===== config.mk =====
export PLATFORM = sky130hd
export DESIGN_NAME = pwl_ctrl
export DESIGN_NICKNAME = d
export VERILOG_FILES = /design/src/rtl/core/pwl_pkg.sv /design/src/rtl/core/pwl_ctrl.sv
export SDC_FILE = /design/constraint.sdc
export NUM_CORES = 1
export LEC_CHECK = 0
export BUFFER_PORTS_ARGS = -buffer_cell sky130_fd_sc_hd__buf_2
export CAP_MARGIN = 0
export CELL_PAD_IN_SITES_DETAIL_PLACEMENT = 0
export CELL_PAD_IN_SITES_GLOBAL_PLACEMENT = 1
export CORE_UTILIZATION = 35
export CTS_CLUSTER_DIAMETER = 40
export DETAILED_ROUTE_END_ITERATION = 16
export GPL_ROUTABILITY_DRIVEN = 1
export PLACE_DENSITY_LB_ADDON = 0.1
export SLEW_MARGIN = 20
export SYNTH_ARGS = -nofsm -noshare
export SYNTH_HDL_FRONTEND = slang
export SYNTH_SLANG_ARGS = --single-unit

===== constraint.sdc =====
create_clock -name clk -period 1.9 [get_ports clk]
set_clock_uncertainty 0.05 [all_clocks]
set_input_delay 0.19 -clock clk [delete_from_list [all_inputs] [get_ports clk]]
set_output_delay 0.19 -clock clk [all_outputs]
set_load 0.005 [all_outputs]

===== src/rtl/core/pwl_pkg.sv =====
// ----------------------------------------------------------------------------
// pwl_pkg
// Shared widths, field offsets, codes and controller/datapath bundles for the
// piecewise-linear curve evaluator.
// ----------------------------------------------------------------------------
`default_nettype none

package pwl_pkg;

  localparam int DATA_W         = 32;
  localparam int IDX_IN_W       = 3;
  localparam int CNT_IN_W       = 4;
  localparam int DEF_MAX_POINTS = 8;

  // input tdata layout, lowest bit first
  localparam int IN_IDX_LSB     = 0;
  localparam int IN_PX_LSB      = IN_IDX_LSB + IDX_IN_W;
  localparam int IN_PY0_LSB     = IN_PX_LSB + DATA_W;
  localparam int IN_PY1_LSB     = IN_PY0_LSB + DATA_W;
  localparam int IN_SX_LSB      = IN_PY1_LSB + DATA_W;
  localparam int IN_USED_W      = IN_SX_LSB + DATA_W;
  localparam int IN_TDATA_W     = ((IN_USED_W + 7) / 8) * 8;
  localparam int OUT_TDATA_W    = 2 * DATA_W;

  localparam int DIV_STEPS      = DATA_W;
  localparam int DIV_CNT_W      = $clog2(DIV_STEPS);

  localparam logic CMD_EVAL     = 1'b0;
  localparam logic CMD_WRITE    = 1'b1;

  typedef enum logic [2:0] {
    RES_HOLD,
    RES_ZERO,
    RES_RD,
    RES_HI,
    RES_ARITH
  } res_sel_t;

  typedef struct packed {
    logic signed [DATA_W-1:0] second;
    logic signed [DATA_W-1:0] first;
    logic signed [DATA_W-1:0] x;
  } point_t;

  typedef struct packed {
    logic     accept;
    logic     tbl_wr;
    logic     ld_lo;
    logic     ld_hi;
    res_sel_t res_sel;
    logic     diff;
    logic     mul;
    logic     div_step;
    logic     out_load;
  } dp_cmd_t;

  typedef struct packed {
    logic x_le_rd;
    logic x_ge_hi;
  } dp_sts_t;

endpackage

`default_nettype wire


===== src/rtl/core/pwl_ctrl.sv =====
// ----------------------------------------------------------------------------
// pwl_ctrl
// Sequencer: point count register, table scan, divide step count and
// output valid.
// ----------------------------------------------------------------------------
`default_nettype none

module pwl_ctrl import pwl_pkg::*; #(
  parameter int MAX_POINTS = DEF_MAX_POINTS,
  parameter int IDX_W      = $clog2(MAX_POINTS)
) (
  input  wire logic                 clk,
  input  wire logic                 rst_n,
  input  wire logic                 cfg_we,
  input  wire logic [CNT_IN_W-1:0]  cfg_wdata,
  input  wire logic                 in_tvalid,
  output logic                      in_tready,
  input  wire logic                 in_tuser,
  output logic                      out_tvalid,
  input  wire logic                 out_tready,
  input  wire dp_sts_t              sts,
  output dp_cmd_t                   cmd,
  output logic [IDX_W-1:0]          rd_addr
);

  typedef enum logic [3:0] {
    S_IDLE,
    S_RD_LAST,
    S_RD_FIRST,
    S_SCAN,
    S_DIFF,
    S_MUL,
    S_DIV,
    S_ADD,
    S_DONE
  } state_t;

  state_t                state_r, state_nxt;
  logic [CNT_IN_W-1:0]   count_r, count_nxt;
  logic [IDX_W-1:0]      j_r, j_nxt;
  logic [DIV_CNT_W-1:0]  step_r, step_nxt;
  logic                  out_valid_r, out_valid_nxt;
  logic [IDX_W-1:0]      last_idx;

  assign last_idx = (32'(count_r) >= 32'(MAX_POINTS)) ? IDX_W'(MAX_POINTS - 1)
                                                      : IDX_W'(count_r - 1'b1);

  always_comb begin
    state_nxt     = state_r;
    count_nxt     = cfg_we ? cfg_wdata : count_r;
    j_nxt         = j_r;
    step_nxt      = step_r;
    out_valid_nxt = out_valid_r & ~out_tready;
    cmd           = '0;
    cmd.res_sel   = RES_HOLD;
    rd_addr       = j_r;
    in_tready     = 1'b0;
    case (state_r)
      S_IDLE: begin
        in_tready = 1'b1;
        if (in_tvalid) begin
          cmd.accept = 1'b1;
          if (in_tuser == CMD_WRITE) begin
            cmd.tbl_wr = 1'b1;
          end else if (count_r == '0) begin
            cmd.res_sel = RES_ZERO;
            state_nxt   = S_DONE;
          end else begin
            rd_addr   = last_idx;
            state_nxt = S_RD_LAST;
          end
        end
      end
      S_RD_LAST: begin
        cmd.ld_hi = 1'b1;
        rd_addr   = '0;
        state_nxt = S_RD_FIRST;
      end
      S_RD_FIRST: begin
        if (sts.x_le_rd) begin
          cmd.res_sel = RES_RD;
          state_nxt   = S_DONE;
        end else if (sts.x_ge_hi) begin
          cmd.res_sel = RES_HI;
          state_nxt   = S_DONE;
        end else begin
          cmd.ld_lo = 1'b1;
          j_nxt     = IDX_W'(1);
          rd_addr   = IDX_W'(1);
          state_nxt = S_SCAN;
        end
      end
      S_SCAN: begin
        if (sts.x_le_rd) begin
          cmd.ld_hi = 1'b1;
          state_nxt = S_DIFF;
        end else begin
          cmd.ld_lo = 1'b1;
          j_nxt     = j_r + 1'b1;
          rd_addr   = j_r + 1'b1;
        end
      end
      S_DIFF: begin
        cmd.diff  = 1'b1;
        state_nxt = S_MUL;
      end
      S_MUL: begin
        cmd.mul   = 1'b1;
        step_nxt  = '0;
        state_nxt = S_DIV;
      end
      S_DIV: begin
        cmd.div_step = 1'b1;
        step_nxt     = step_r + 1'b1;
        if (step_r == DIV_CNT_W'(DIV_STEPS - 1)) begin
          state_nxt = S_ADD;
        end
      end
      S_ADD: begin
        cmd.res_sel = RES_ARITH;
        state_nxt   = S_DONE;
      end
      S_DONE: begin
        if (!out_valid_r || out_tready) begin
          cmd.out_load  = 1'b1;
          out_valid_nxt = 1'b1;
          state_nxt     = S_IDLE;
        end
      end
      default: begin
        state_nxt = S_IDLE;
      end
    endcase
  end

  always_ff @(posedge clk) begin
    if (!rst_n) begin
      state_r     <= S_IDLE;
      count_r     <= '0;
      j_r         <= '0;
      step_r      <= '0;
      out_valid_r <= 1'b0;
    end else begin
      state_r     <= state_nxt;
      count_r     <= count_nxt;
      j_r         <= j_nxt;
      step_r      <= step_nxt;
      out_valid_r <= out_valid_nxt;
    end
  end

  assign out_tvalid = out_valid_r;

endmodule

`default_nettype wire


==> impl_metrics.ini <==
[run_status]
status = complete, but fails checks
violations = negative setup slack

[route]
drtAntennaViolNets = 0
routed_wl_mm = 3.15
drc = 0
initialDrtViolationCount = 52
post_drt_wl_per_cell_um = 13.0
vias_per_cell = 5.16
vias = 1248
drtPass1Iterations = 4

[place]
place_hpwl_mm = 2.36
placed_cell_area_um2 = 1460
gp_congestion = 0.852
port_buffers = 27

[power]
worst_ir_drop_vdd_mv = 0.193
leakage_nw = 0.658
powerDensity_nw_per_um2 = 532
totalPowerFinal_mw = 0.840

[synthesis]
yosys_register_bits = 17
ys_async_sr_fraction_pct = 0
syn_nets = 181
synth_area_leaders = dfxtp_1 (27%), nor2b_1 (7.0%), a21oi_1 (5.2%)
synth_cell_types = 42
syn-cell-area_um2 = 1260
yosysSeqAreaShare_pct = 27.0
syn_area_per_cell_um2 = 7.64
yosys_warnings = 0
yosys.area.top_type_share_pct = 27.0
synth_flop_cell = dfxtp_1
synth_edf_count = 0
synth_top_cell_by_area = dfxtp_1
synth_cells = 165

[timing]
slew-limit-headroom_pct = 70.2
slew_viol_final = 0
fmax_mhz = 519
setup_viol = 1
setup_slack_ns = -0.0283
hold_viol = 0
rsz0062_at_grt = true
worst_pin_slew_ns = 0.445
min_period_ns = 1.93
period_share_pct = 101

[cells_and_area]
regArea_um2 = 345
final_common_cell = buf_2
multi_input_area_um2 = 901
stdcell_area_um2 = 1580
layout_common_cells = buf_2 (27), nor2_1 (14), nand2_1 (13), dfxtp_1 (13)
antennaDiodeCount = 0
final_nets = 213
synthToLayoutAreaGrowth_pct = 25.2
fillCellCount = 345
drive_above_1_share_pct = 31.6

[die]
row_count = 21
pin_count = 28
die-area_um2 = 3840
die_w_um = 62
coreArea_um2 = 3390
initial_core_util_pct = 37.2
die_h_um = 62

[grt]
met3_usage_pct = 2.69
grt_max_degree = 18
track_usage_pct = 17.4
gr-total-overflow = 0
grt_pass1_wl_mm = 4.93
grt_util_met2_pct = 28.6
grt_pass1_vias = 1077
top_usage_layer = met2
antenna_found_initial = 0
grtUsageMet1_pct = 23.5

[clock_network]
cts.path.max_buffers = 2
clk-insertion-delay-late_ns = 0.29
clock_sinks = 17
h-tree-depth = 1
numCtsBuffers = 3
cts_root_buf = clkbuf_4
clk_pin_slew_ns = 0.10
cts_tree = yes
cts-hold-fix-buffers = 0

[critical_path]
crit_fanout = 5
path_class = flop to primary output
worstSetupEndpointType = primary output
cp.arrival_ns = 1.69
crit_required_ns = 1.66
start_kind = flop

[worst_hold_path]
hp-class = input pin to flop

[run]
cap_violations = 0
## registers in the layout, summed over array words and instances (netlist names)
name        cells
count_r         4
state_r         4
j_r             3
out_tvalid      1
step_r          5
## stage by stage
| stage | setup slack [ns] | util, % | hold WS (ns) | std cells | setup TNS (ns) |
|---|---|---|---|---|---|
| 2_1_floorplan | 0.282 | - | 0.268 | 165 | 0 |
| 3_3_place_gp | 0.137 | 43.1 | 0.405 | 236 | 0 |
| 3_5_place_dp | 0.0775 | 43.1 | 0.413 | 236 | 0 |
| 4_1_cts | -0.0316 | 45.1 | 0.110 | 241 | -0.0396 |
| 5_1_grt | -0.107 | 46.5 | 0.129 | 242 | -0.208 |
| 6_report | -0.0283 | 46.5 | 0.110 | 242 | -0.0283 |
## layout make-up
class,count,share of cell area (%)
multi-input combinational,130,57.1
tap,46,3.65
inverter,6,1.43
clock buffer,4,1.67
timing repair buffer,39,14.3
sequential,17,21.9
## final timing paths
path | start | to | slack, ns | depth (start not counted)
max | count_r[0] | rd_addr[0] | -0.03 | 8
min | cfg_wdata[2] | count_r[2] | 0.11 | 3
min reg2reg | out_tvalid | out_tvalid | 0.45 | 2
max reg2reg | step_r[0] | state_r[2] | 0.16 | 7
## cells in the mapped netlist, drive strengths merged, types with 3 or more instances
cell / instances
a21boi: 3
a21oi: 13
and2: 3
buf: 9
clkbuf: 3
dfxtp: 17
ha: 4
inv: 6
mux2i: 5
nand2: 13
nand2b: 6
nand3: 5
nor2: 14
nor2b: 14
nor3: 8
o211ai: 3
o21ai: 10
## kinds of logic after synthesis
| family | count (synthesis) | share of synthesized area [%] |
|---|---|---|
| DFF | 17 | 27.0 |
| AOI/OAI and AO/OA | 44 | 23.8 |
| xor gates and xnor gates | 1 | 0.695 |
| buffers and inverters | 18 | 7.05 |
| adders and majority gates | 4 | 3.97 |
| and+or+nand+nor | 75 | 32.6 |
| muxes | 6 | 4.87 |
## where the power goes
group / internal, mW / switching (mW) / total (mW)
logic: 0.122 / 0.128 / 0.249
registers: 0.374 / 0.0188 / 0.393
clock network: 0.0816 / 0.116 / 0.197
## metal layers
layer  wire, µm  share of wire [%]
met3        113                3.6
met1       1540                 49
met2       1480                 47
met5          0                  0
met4         14               0.45
## critical path, cell delays in order (launching register included)
cell and delay, ns:
dfxtp_2 0.34, inv_2 0.05, ha_4 0.15, nor2b_4 0.14, nor2b_4 0.13, or2_4 0.25, a21oi_2 0.11, o21a_1 0.13
buf_2 0.10
## what timing repair did
item / in CTS / in global routing
gates resized for setup: 12 / 11
setup buffers: 1 / 1
pin swaps: 2 / 6
setup endpoints to repair: 5 / 5
Note: power is estimated with default switching activity, not from simulation.
